`src/rtl/pvc_pkg.sv`:
```
// Shared constants and transfer payload types for the PID velocity controller.
package pvc_pkg;

    // Default number of fractional bits for gains and internal terms.
    localparam int FRAC_BITS_DEF = 16;

    // Field widths fixed by the interface.
    localparam int ERR_W   = 24;
    localparam int SPD_W   = 32;
    localparam int GAIN_W  = 32;
    localparam int SCALE_W = 32;
    localparam int MAG_W   = 32;
    localparam int DF_W    = 48;

    // Configuration port.
    localparam int CFG_IDX_W  = 8;
    localparam int CFG_DATA_W = 32;

    localparam logic [CFG_IDX_W-1:0] REG_P_GAIN       = CFG_IDX_W'(0);
    localparam logic [CFG_IDX_W-1:0] REG_I_GAIN       = CFG_IDX_W'(1);
    localparam logic [CFG_IDX_W-1:0] REG_D_GAIN       = CFG_IDX_W'(2);
    localparam logic [CFG_IDX_W-1:0] REG_OUTPUT_SCALE = CFG_IDX_W'(3);

    // Control law constants.
    localparam int P_CLAMP_OFFSET = 10000;
    localparam int I_CLAMP        = 200000;
    localparam int I_CLAMP_BITS   = 18;     // I_CLAMP is below 2**18.
    localparam int DEADBAND       = 10;
    localparam int DIV_BY         = 10;     // Derivative filter divisor.

    typedef struct packed {
        logic signed [ERR_W-1:0] pos_error;
        logic signed [SPD_W-1:0] present_speed;
    } pvc_in_t;

    typedef struct packed {
        logic             direction;
        logic [MAG_W-1:0] speed_magnitude;
    } pvc_out_t;

endpackage

```
`src/rtl/pvc_serial_mul.sv`:
```
// Shift-add multiplier that consumes one multiplier bit per cycle, LSB first.
module pvc_serial_mul #(
    parameter int WA = 32,
    parameter int WB = 25
) (
    input  logic                 aclk,
    input  logic                 aresetn,
    input  logic                 start,
    input  logic signed [WA-1:0] a,
    input  logic        [WB-1:0] b,
    output logic                 done,
    output logic     [WA+WB:0]   product
);

    localparam int CNT_W = $clog2(WB);

    logic             busy_reg;
    logic             done_reg;
    logic [CNT_W-1:0] cnt_reg;
    logic [WA-1:0]    a_reg;
    logic [WA:0]      p_reg;
    logic [WB-1:0]    b_reg;

    logic             last;
    logic [WA+1:0]    a_ext;
    logic [WA+1:0]    addend;
    logic [WA+1:0]    sum;
    logic [WA:0]      p_next;
    logic [WB-1:0]    b_next;

    // The multiplier is two's complement, so its top bit carries negative weight.
    always_comb begin
        last  = (cnt_reg == CNT_W'(WB - 1));
        a_ext = {{2{a_reg[WA-1]}}, a_reg};
        if (!b_reg[0]) begin
            addend = '0;
        end else if (last) begin
            addend = -a_ext;
        end else begin
            addend = a_ext;
        end
        sum    = {p_reg[WA], p_reg} + addend;
        p_next = sum[WA+1:1];
        b_next = {sum[0], b_reg[WB-1:1]};
    end

    always_ff @(posedge aclk) begin
        if (!aresetn) begin
            busy_reg <= 1'b0;
            done_reg <= 1'b0;
            cnt_reg  <= '0;
        end else begin
            done_reg <= 1'b0;
            if (start) begin
                busy_reg <= 1'b1;
                cnt_reg  <= '0;
            end else if (busy_reg) begin
                cnt_reg <= cnt_reg + CNT_W'(1);
                if (last) begin
                    busy_reg <= 1'b0;
                    done_reg <= 1'b1;
                end
            end
        end
    end

    always_ff @(posedge aclk) begin
        if (start) begin
            a_reg <= a;
            p_reg <= '0;
            b_reg <= b;
        end else if (busy_reg) begin
            p_reg <= p_next;
            b_reg <= b_next;
        end
    end

    assign done    = done_reg;
    assign product = {p_reg, b_reg};

endmodule

```
`src/rtl/pvc_div10.sv`:
```
// Radix-4 serial divider by ten: two dividend bits per cycle, MSB first.
module pvc_div10 #(
    parameter int NW = 60
) (
    input  logic          aclk,
    input  logic          aresetn,
    input  logic          start,
    input  logic [NW-1:0] dividend,
    output logic          done,
    output logic [NW-1:0] quotient
);

    localparam int STEPS = NW / 2;
    localparam int CNT_W = $clog2(STEPS);
    localparam logic [5:0] D1 = 6'(pvc_pkg::DIV_BY);
    localparam logic [5:0] D2 = 6'(2 * pvc_pkg::DIV_BY);
    localparam logic [5:0] D3 = 6'(3 * pvc_pkg::DIV_BY);

    logic             busy_reg;
    logic             done_reg;
    logic [CNT_W-1:0] cnt_reg;
    logic [3:0]       rem_reg;
    logic [NW-1:0]    n_reg;

    logic             last;
    logic [5:0]       t;
    logic [5:0]       t_diff;
    logic [1:0]       q_dig;
    logic [3:0]       rem_next;
    logic [NW-1:0]    n_next;

    // The remainder stays below ten, so a partial value is below forty and
    // each quotient digit is found by three compares.
    always_comb begin
        last = (cnt_reg == CNT_W'(STEPS - 1));
        t    = {rem_reg, n_reg[NW-1 -: 2]};
        if (t >= D3) begin
            q_dig  = 2'd3;
            t_diff = t - D3;
        end else if (t >= D2) begin
            q_dig  = 2'd2;
            t_diff = t - D2;
        end else if (t >= D1) begin
            q_dig  = 2'd1;
            t_diff = t - D1;
        end else begin
            q_dig  = 2'd0;
            t_diff = t;
        end
        rem_next = t_diff[3:0];
        n_next   = {n_reg[NW-3:0], q_dig};
    end

    always_ff @(posedge aclk) begin
        if (!aresetn) begin
            busy_reg <= 1'b0;
            done_reg <= 1'b0;
            cnt_reg  <= '0;
        end else begin
            done_reg <= 1'b0;
            if (start) begin
                busy_reg <= 1'b1;
                cnt_reg  <= '0;
            end else if (busy_reg) begin
                cnt_reg <= cnt_reg + CNT_W'(1);
                if (last) begin
                    busy_reg <= 1'b0;
                    done_reg <= 1'b1;
                end
            end
        end
    end

    always_ff @(posedge aclk) begin
        if (start) begin
            rem_reg <= '0;
            n_reg   <= dividend;
        end else if (busy_reg) begin
            rem_reg <= rem_next;
            n_reg   <= n_next;
        end
    end

    assign done     = done_reg;
    assign quotient = n_reg;

endmodule

```
`src/rtl/pid_velocity_controller.sv`:
```
// Top level of the PID velocity controller: sequencer, control law state and ports.
//
// The controller takes one sample (position error and present speed) per input
// transfer and returns one result transfer with a motor direction and a
// saturated speed magnitude. It processes one sample at a time and accepts
// the next sample only once the last result has gone to the output register.
// Each sample passes through three serial units in turn: the gain multipliers
// take one error bit per cycle, the derivative filter divides by ten two bits
// per cycle, and the output scale multiplier takes one scale bit per cycle,
// together with the clamping, summing and handoff steps. A finished result
// waits in the output register while the next sample is already accepted
// and worked on. Gains and internal terms carry FRAC_BITS fractional bits.
// Configuration registers are written through the plain write port and
// must only be written while the block is idle.
module pid_velocity_controller #(
    parameter int FRAC_BITS = pvc_pkg::FRAC_BITS_DEF
) (
    input  logic                             aclk,
    input  logic                             aresetn,

    input  logic                             cfg_wr_en,
    input  logic [pvc_pkg::CFG_IDX_W-1:0]    cfg_index,
    input  logic [pvc_pkg::CFG_DATA_W-1:0]   cfg_wr_data,

    input  logic                             s_valid,
    output logic                             s_ready,
    input  pvc_pkg::pvc_in_t                 s_data,

    output logic                             m_valid,
    input  logic                             m_ready,
    output pvc_pkg::pvc_out_t                m_data
);

    // Widths of the internal terms.
    localparam int EW    = pvc_pkg::ERR_W;
    localparam int DEW   = EW + 1;                        // Error difference.
    localparam int GW    = pvc_pkg::GAIN_W;
    localparam int PW    = GW + 1 + DEW;                  // Gain products.
    localparam int SUMW  = PW + 1;                        // Clamp and filter sums.
    localparam int IW    = FRAC_BITS + pvc_pkg::I_CLAMP_BITS + 1;
    localparam int DF_W  = pvc_pkg::DF_W;
    localparam int DVN   = SUMW + (SUMW % 2);             // Divider width, even.
    localparam int DQW   = DVN + 1;
    localparam int UW    = PW + 2;                        // Sum of the three terms.
    localparam int SW    = pvc_pkg::SCALE_W;
    localparam int MAG_W = pvc_pkg::MAG_W;
    localparam int MA_W  = UW + 1;
    localparam int MB_W  = SW + 1;
    localparam int PRW   = MA_W + MB_W + 1;
    localparam int SHIFT = 2 * FRAC_BITS;

    localparam logic signed [SUMW-1:0] I_LIM   = SUMW'(pvc_pkg::I_CLAMP) << FRAC_BITS;
    localparam logic signed [IW-1:0]   I_LIM_I = IW'(I_LIM);
    localparam logic signed [DQW-1:0]  D_MAX   = (DQW'(1) << (DF_W - 1)) - DQW'(1);
    localparam logic signed [EW-1:0]   DB_HI   = EW'(pvc_pkg::DEADBAND);
    localparam logic signed [EW-1:0]   DB_LO   = -DB_HI;

    // Sequencer states.
    localparam logic [2:0] S_IDLE  = 3'd0;
    localparam logic [2:0] S_MUL   = 3'd1;
    localparam logic [2:0] S_DIV   = 3'd2;
    localparam logic [2:0] S_SUM   = 3'd3;
    localparam logic [2:0] S_SCALE = 3'd4;
    localparam logic [2:0] S_FIN   = 3'd5;

    // Configuration registers.
    logic signed [GW-1:0]   p_gain_reg;
    logic signed [GW-1:0]   i_gain_reg;
    logic signed [GW-1:0]   d_gain_reg;
    logic        [SW-1:0]   scale_reg;

    // Control law state.
    logic signed [IW-1:0]   integ_reg,    integ_next;
    logic                   latched_reg,  latched_next;
    logic signed [EW-1:0]   prev_err_reg, prev_err_next;
    logic signed [DF_W-1:0] df_reg,       df_next;

    // Sequencer and per-sample working registers.
    logic [2:0]               state_reg,  state_next;
    logic signed [EW-1:0]     e_reg,      e_next;
    logic signed [pvc_pkg::SPD_W-1:0] spd_reg, spd_next;
    logic signed [PW-1:0]     p_term_reg, p_term_next;
    logic                     dneg_reg,   dneg_next;
    logic                     upos_reg,   upos_next;
    logic                     m_valid_reg, m_valid_next;
    pvc_pkg::pvc_out_t        m_data_reg, m_data_next;

    // Serial unit connections.
    logic                     in_xfer;
    logic [DEW-1:0]           mul_b_e;
    logic [DEW-1:0]           mul_b_de;
    logic signed [PW-1:0]     prod_p;
    logic signed [PW-1:0]     prod_i;
    logic signed [PW-1:0]     prod_d;
    logic                     done_p, done_i, done_d;
    logic                     gain_done;
    logic                     div_start;
    logic                     div_done;
    logic [DVN-1:0]           div_dividend;
    logic [DVN-1:0]           div_q;
    logic                     scale_start;
    logic                     scale_done;
    logic [MA_W-1:0]          scale_a;
    logic [PRW-1:0]           prod_s;

    // Combinational working values.
    logic [pvc_pkg::SPD_W-1:0] spd_abs;
    logic [pvc_pkg::SPD_W-1:0] lim_base;
    logic signed [SUMW-1:0]    lim;
    logic signed [SUMW-1:0]    p_ext;
    logic signed [SUMW-1:0]    p_clamp;
    logic signed [SUMW-1:0]    integ_sum;
    logic signed [SUMW-1:0]    integ_clamp;
    logic                      in_band;
    logic signed [SUMW-1:0]    df9;
    logic signed [SUMW-1:0]    dsum;
    logic signed [DQW-1:0]     qz;
    logic signed [DQW-1:0]     qs;
    logic signed [DQW-1:0]     qc;
    logic signed [UW-1:0]      u;
    logic [UW-1:0]             umag;
    logic [PRW-1:0]            shifted;
    logic                      sat;
    logic [MAG_W-1:0]          mag_out;
    logic                      out_free;

    assign s_ready = (state_reg == S_IDLE);
    assign in_xfer = s_valid && s_ready;

    // The gain multipliers start straight from the input transfer, so the
    // error and the error difference feed them before they are registered.
    assign mul_b_e  = {s_data.pos_error[EW-1], s_data.pos_error};
    assign mul_b_de = {s_data.pos_error[EW-1], s_data.pos_error}
                    - {prev_err_reg[EW-1], prev_err_reg};

    pvc_serial_mul #(.WA(GW), .WB(DEW)) u_mul_p (
        .aclk(aclk), .aresetn(aresetn), .start(in_xfer),
        .a(p_gain_reg), .b(mul_b_e), .done(done_p), .product(prod_p)
    );

    pvc_serial_mul #(.WA(GW), .WB(DEW)) u_mul_i (
        .aclk(aclk), .aresetn(aresetn), .start(in_xfer),
        .a(i_gain_reg), .b(mul_b_e), .done(done_i), .product(prod_i)
    );

    pvc_serial_mul #(.WA(GW), .WB(DEW)) u_mul_d (
        .aclk(aclk), .aresetn(aresetn), .start(in_xfer),
        .a(d_gain_reg), .b(mul_b_de), .done(done_d), .product(prod_d)
    );

    assign gain_done = done_p && done_i && done_d;

    pvc_div10 #(.NW(DVN)) u_div (
        .aclk(aclk), .aresetn(aresetn), .start(div_start),
        .dividend(div_dividend), .done(div_done), .quotient(div_q)
    );

    pvc_serial_mul #(.WA(MA_W), .WB(MB_W)) u_mul_s (
        .aclk(aclk), .aresetn(aresetn), .start(scale_start),
        .a(scale_a), .b({1'b0, scale_reg}), .done(scale_done), .product(prod_s)
    );

    // Proportional clamp, integral update and derivative dividend. These are
    // evaluated when the gain products are ready.
    always_comb begin
        spd_abs  = spd_reg[pvc_pkg::SPD_W-1] ? (~spd_reg + 1'b1) : spd_reg;
        lim_base = spd_abs + pvc_pkg::SPD_W'(pvc_pkg::P_CLAMP_OFFSET);
        lim      = SUMW'(lim_base) << FRAC_BITS;
        p_ext    = SUMW'(prod_p);
        if (p_ext > lim) begin
            p_clamp = lim;
        end else if (p_ext < -lim) begin
            p_clamp = -lim;
        end else begin
            p_clamp = p_ext;
        end

        integ_sum = SUMW'(integ_reg) + SUMW'(prod_i);
        if (integ_sum > I_LIM) begin
            integ_clamp = I_LIM;
        end else if (integ_sum < -I_LIM) begin
            integ_clamp = -I_LIM;
        end else begin
            integ_clamp = integ_sum;
        end
        in_band = (e_reg > DB_LO) && (e_reg < DB_HI);

        df9          = (SUMW'(df_reg) <<< 3) + SUMW'(df_reg);
        dsum         = df9 + SUMW'(prod_d);
        div_dividend = DVN'(dsum[SUMW-1] ? -dsum : dsum);
    end

    // Filter quotient back to a signed value, clamped to the symmetric
    // 48-bit range.
    always_comb begin
        qz = $signed({1'b0, div_q});
        qs = dneg_reg ? -qz : qz;
        if (qs > D_MAX) begin
            qc = D_MAX;
        end else if (qs < -D_MAX) begin
            qc = -D_MAX;
        end else begin
            qc = qs;
        end
    end

    // Control sum and its magnitude for the output scale multiplier.
    always_comb begin
        u       = UW'(p_term_reg) + UW'(integ_reg) + UW'(df_reg);
        umag    = u[UW-1] ? -u : u;
        scale_a = {1'b0, umag};
    end

    // Drop the fractional bits of gain and scale and saturate to 32 bits.
    // Direction follows the sign of the sum but only for a nonzero drive.
    always_comb begin
        shifted  = prod_s >> SHIFT;
        sat      = |shifted[PRW-1:MAG_W];
        mag_out  = sat ? '1 : shifted[MAG_W-1:0];
        out_free = !m_valid_reg || m_ready;
    end

    assign div_start   = (state_reg == S_MUL) && gain_done;
    assign scale_start = (state_reg == S_SUM);

    // Sequencer.
    always_comb begin
        state_next    = state_reg;
        e_next        = e_reg;
        spd_next      = spd_reg;
        prev_err_next = prev_err_reg;
        p_term_next   = p_term_reg;
        dneg_next     = dneg_reg;
        upos_next     = upos_reg;
        integ_next    = integ_reg;
        latched_next  = latched_reg;
        df_next       = df_reg;
        m_data_next   = m_data_reg;
        m_valid_next  = m_valid_reg && !m_ready;

        case (state_reg)
            S_IDLE: begin
                if (in_xfer) begin
                    e_next        = s_data.pos_error;
                    spd_next      = s_data.present_speed;
                    prev_err_next = s_data.pos_error;
                    state_next    = S_MUL;
                end
            end
            S_MUL: begin
                if (gain_done) begin
                    p_term_next = PW'(p_clamp);
                    dneg_next   = dsum[SUMW-1];
                    // The integral is cleared once on entering the deadband and
                    // re-armed when the error leaves it.
                    if (in_band && !latched_reg) begin
                        integ_next = '0;
                    end else begin
                        integ_next = IW'(integ_clamp);
                    end
                    latched_next = in_band;
                    state_next   = S_DIV;
                end
            end
            S_DIV: begin
                if (div_done) begin
                    df_next    = DF_W'(qc);
                    state_next = S_SUM;
                end
            end
            S_SUM: begin
                upos_next  = !u[UW-1] && (u != '0);
                state_next = S_SCALE;
            end
            S_SCALE: begin
                if (scale_done) begin
                    state_next = S_FIN;
                end
            end
            S_FIN: begin
                if (out_free) begin
                    m_data_next.direction       = upos_reg && (mag_out != '0);
                    m_data_next.speed_magnitude = mag_out;
                    m_valid_next                = 1'b1;
                    state_next                  = S_IDLE;
                end
            end
            default: begin
                state_next = S_IDLE;
            end
        endcase
    end

    always_ff @(posedge aclk) begin
        if (!aresetn) begin
            state_reg    <= S_IDLE;
            m_valid_reg  <= 1'b0;
            integ_reg    <= '0;
            latched_reg  <= 1'b0;
            prev_err_reg <= '0;
            df_reg       <= '0;
        end else begin
            state_reg    <= state_next;
            m_valid_reg  <= m_valid_next;
            integ_reg    <= integ_next;
            latched_reg  <= latched_next;
            prev_err_reg <= prev_err_next;
            df_reg       <= df_next;
        end
    end

    always_ff @(posedge aclk) begin
        e_reg      <= e_next;
        spd_reg    <= spd_next;
        p_term_reg <= p_term_next;
        dneg_reg   <= dneg_next;
        upos_reg   <= upos_next;
        m_data_reg <= m_data_next;
    end

    // Configuration writes. An index beyond the register list is ignored.
    always_ff @(posedge aclk) begin
        if (!aresetn) begin
            p_gain_reg <= '0;
            i_gain_reg <= '0;
            d_gain_reg <= '0;
            scale_reg  <= '0;
        end else if (cfg_wr_en) begin
            case (cfg_index)
                pvc_pkg::REG_P_GAIN:       p_gain_reg <= cfg_wr_data;
                pvc_pkg::REG_I_GAIN:       i_gain_reg <= cfg_wr_data;
                pvc_pkg::REG_D_GAIN:       d_gain_reg <= cfg_wr_data;
                pvc_pkg::REG_OUTPUT_SCALE: scale_reg  <= cfg_wr_data;
                default: begin
                end
            endcase
        end
    end

    assign m_valid = m_valid_reg;
    assign m_data  = m_data_reg;

    // All three gain products are ready together after each input transfer.
    assert property (@(posedge aclk) disable iff (!aresetn)
        in_xfer |-> ##(DEW + 1) gain_done)
        else $error("gain multipliers did not finish on schedule");

    // The integral never leaves its clamp.
    assert property (@(posedge aclk) disable iff (!aresetn)
        (integ_reg <= I_LIM_I) && (integ_reg >= -I_LIM_I))
        else $error("integral term outside its clamp");

    // The filtered derivative is clamped symmetrically.
    assert property (@(posedge aclk) disable iff (!aresetn)
        df_reg != {1'b1, {(DF_W - 1){1'b0}}})
        else $error("derivative term reached the most negative value");

    // A forward direction is only reported with a nonzero magnitude.
    assert property (@(posedge aclk) disable iff (!aresetn)
        m_valid |-> !(m_data.direction && (m_data.speed_magnitude == '0)))
        else $error("direction set for zero drive");

endmodule
```
`config.mk`:
```
export PLATFORM = sky130hd
export DESIGN_NAME = pid_velocity_controller
export DESIGN_NICKNAME = d
export VERILOG_FILES = /design/src/rtl/pvc_pkg.sv /design/src/rtl/pvc_serial_mul.sv /design/src/rtl/pvc_div10.sv /design/src/rtl/pid_velocity_controller.sv
export SDC_FILE = /design/constraint.sdc
export NUM_CORES = 2
export LEC_CHECK = 0
export ABC_AREA = 1
export BUFFER_PORTS_ARGS = -buffer_cell sky130_fd_sc_hd__buf_4
export CAP_MARGIN = 40
export CORE_MARGIN = 2
export CORE_UTILIZATION = 41
export DETAILED_ROUTE_END_ITERATION = 8
export MAX_ROUTING_LAYER = met4
export PLACE_DENSITY = 0.65
export SYNTH_ARGS = -nofsm -noshare
export SYNTH_HDL_FRONTEND = slang
export SYNTH_SLANG_ARGS = --single-unit
```
`constraint.sdc`:
```
create_clock -name aclk -period 12.05 [get_ports aclk]
set_input_delay 1.205 -clock aclk [delete_from_list [all_inputs] [get_ports aclk]]
set_output_delay 1.205 -clock aclk [all_outputs]
set_load 0.01 [all_outputs]
```
==> impl_results.md <==
* Ys flop type: edfxtp_1
* Sequential share of power at 31.0%
* Initial cell density of the core at 41.17%
* Antenna Violating Nets Remaining at 0
* Synth async-reset ratio at 0%
* Worst path bufs/invs at 3
* Final core occ at between 40% and 50%
* Mean Syn Cell Area at 7.233 sq um
* Die height at 418.6 microns
* CP Launch Type: register
* Pre-antenna DRT Iters at 6
* Lkg Pwr at about 35 nW
* DRC Markers at 0
* First-pass GRT wire length at 361400 microns
* Detailed Place HPWL at 188600 microns
* IO buf count at 135
* Cell family with most CP delay: simple AND/OR/NAND/NOR gates
* Yosys warns at 0
* Largest net degree at the start of global routing at ~180
* Synth cell types at 73
* Die area at 175200 sq um
* Final worst path period share at a little under three fifths
* CTS tree: yes
* Required time of the critical path at about 13 ns
* H-tree lvl count at 3
* M3 GR Usage at under 10%
* Final #Nets at around 11000
* RSZ-0062 raised after global routing: false
* CP Max Fanout at 19
* Share of layout cells above drive strength 1 at under 10%
* Leading area contributor after synthesis: edfxtp_1
* Max reg flops at between 60 and 70
* Final Hold Fails at 0
* Met2 usage at between 40% and 50%
* FMAX at between 100 and 150 MHz
* Clock sinks at 914
* Clock latency on the worst-skew pair at approximately 0.8 ns
* Vias at 65670
* GRT Max-Usage Layer: met2
* Setup TNS at 0 ns
* Number of synthesized flops with an enable pin at 472
* GRT Resource Usage Total at 27.08%
* Area growth, synth to finish at 10.46%
* Switching share of power at 47.12%
* Max-cap viol count at 0
* Place WS at ~5.3 ns
* Slowest stage cell, crit path: edfxtp_1
* Vias per inst at ~5.4
* Top cell type's share of synthesized area at ~20%
* Worst Max-Slew Pin Slew at 0.8566 ns
* Iter 0 DRT Violations at ~5200
* Clock buffer depth at 3
* Comb power frac at 49.3%
* Clock slew at reported path FFs at 0.06 ns
* Most frequent cells in the layout: 1718 x nand2_1, 1353 x inv_1, 1289 x nor2_1
* Final wirelength at 234400 microns
* Post-layout worst setup margin at between 5 and 6 ns
* Crit path time final at roughly 6.9 ns
* Most common cell after layout, fill and taps aside: nand2_1
* Sequential area share after synthesis at around a third
* Resized cells post-CTS at 0
* Synthesized area at about 70000 sq um
* Core Box Area at 171200 sq um
* Peak VDD IR at 198.7 uV
* # hold bufs at CTS at 0
* Syn Inst Count at approximately 9700
* Worst Setup Path Type: register to register
* Vias in the first global route at approximately 63000
* Setup bufs post-CTS at 0
* Switch Pwr at between 0.008 and 0.009 W
* FF+latch count, synth at 914
* WP data arrival at approximately 7.4 ns
* Max-slew violation count at 0
* Pwr Density at 223.8 nW/um^2
* Hold WS at between 0.4 and 0.5 ns
* Internal at between 0.009 and 0.01 W
* Row cnt at 152
* Setup violations, final at 0
* Critical path's largest stage delay at about 0.46 ns
* Top post-synthesis cells by area: edfxtp_1 20%, dfxtp_1 13%, nand2_1 9.2%
* CP Capture Type: register
* Number of buffers created by CTS at 107
* Max_slew headroom at 42.37%
* M1 GR Usage at 34.11%
* Gr ovfl total at 0
* Final Wtd Congestion at a little over 1
* Fin Clk Skew at just over 0.06 ns
* HP Class: register to register
* Post-DR wirelength/cell at 19.29 microns
* Ports at around 140
* Most common cell on crit path: nand2_1
* Clock power frac at 19.7%
* Initial antenna violation count at 8
* Outcome: finished, final reports clean
* Die width at about 420 microns
* Clk root buf: clkbuf_16
[power by group through the flow]
stage | sequential, W | combinational [W] | clock (W)
2_1_floorplan | 0.00499 | 0.00629 | 0
3_3_place_gp | 0.00543 | 0.00830 | 0
3_5_place_dp | 0.00544 | 0.00847 | 0
4_1_cts | 0.00538 | 0.00852 | 0.00350
5_1_grt | 0.00548 | 0.00966 | 0.00361
6_report | 0.00540 | 0.00859 | 0.00343
[cells in the mapped netlist (6+ instances only)]
cell type,n
a211oi_1,12
a21boi_0,30
a21o_1,19
a21oi_1,797
a221oi_1,7
a31oi_1,117
and3_1,27
buf_1,17
buf_2,15
clkbuf_1,196
dfxtp_1,442
edfxtp_1,472
fa_1,113
ha_1,468
inv_1,1359
inv_2,15
nand2_1,1722
nand2_2,36
nand2_4,11
nand3_1,378
nand3_2,10
nand3b_1,26
nand4_1,122
nor2_1,1292
nor2_2,13
nor2_4,15
nor3_1,211
nor3b_1,23
nor4_1,103
o2111ai_1,6
o211ai_1,42
o21a_1,53
o21ai_0,836
o21ai_1,34
o21bai_1,65
o221ai_1,29
o22ai_1,36
o31ai_1,19
or2_2,20
xnor2_1,164
xor2_1,313
[layer usage]
metal / part of all wire (%) / up-vias / wire, microns
li1: - / 32760 / -
met1: 44 / 30670 / 103200
met2: 46 / 1838 / 107700
met3: 4.8 / 398 / 11180
met4: 5.3 / 0 / 12360
met5: 0 / - / 0
[layout make-up]
cell class                 count  area [sq um]
antenna                        1         2.502
clock buffer                 135          2909
timing repair buffer         200          1694
clock inverter                69         825.8
inverter                    1379          5189
tap                         2233          2794
fill                       17460         93320
sequential                   914         23020
multi-input combinational   7225         41410
[logic make-up after synthesis]
group	synth area share [%]
and+or+nand+nor	24.60
buffers and inverters	8.694
AOI/OAI and AO/OA	16.52
DFF	32.67
other	0.005321
adders and majority gates	11.52
xor gates and xnor gates	5.990
[stage by stage]
stage               std cells  cell area (sq um)  power [W]
floorplan                9753              70510    0.01128
global placement        11940              73850    0.01373
detailed placement      11950              74110    0.01391
CTS                     12160              77840    0.01741
global route            12160              77840    0.01874
finish                  12160              77840    0.01742
[path summary, 6_finish.rpt]
kind / startpoint / end / slack [ns] / cells after the start
min: i_gain_reg[14] / u_mul_i.a_reg[14] / 0.41 / 0
max: spd_reg[0] / p_term_reg[16] / 5.14 / 40
min reg2reg: i_gain_reg[14] / u_mul_i.a_reg[14] / 0.41 / 0
max reg2reg: spd_reg[0] / p_term_reg[16] / 5.14 / 40
(Power assumes the default switching activity.)
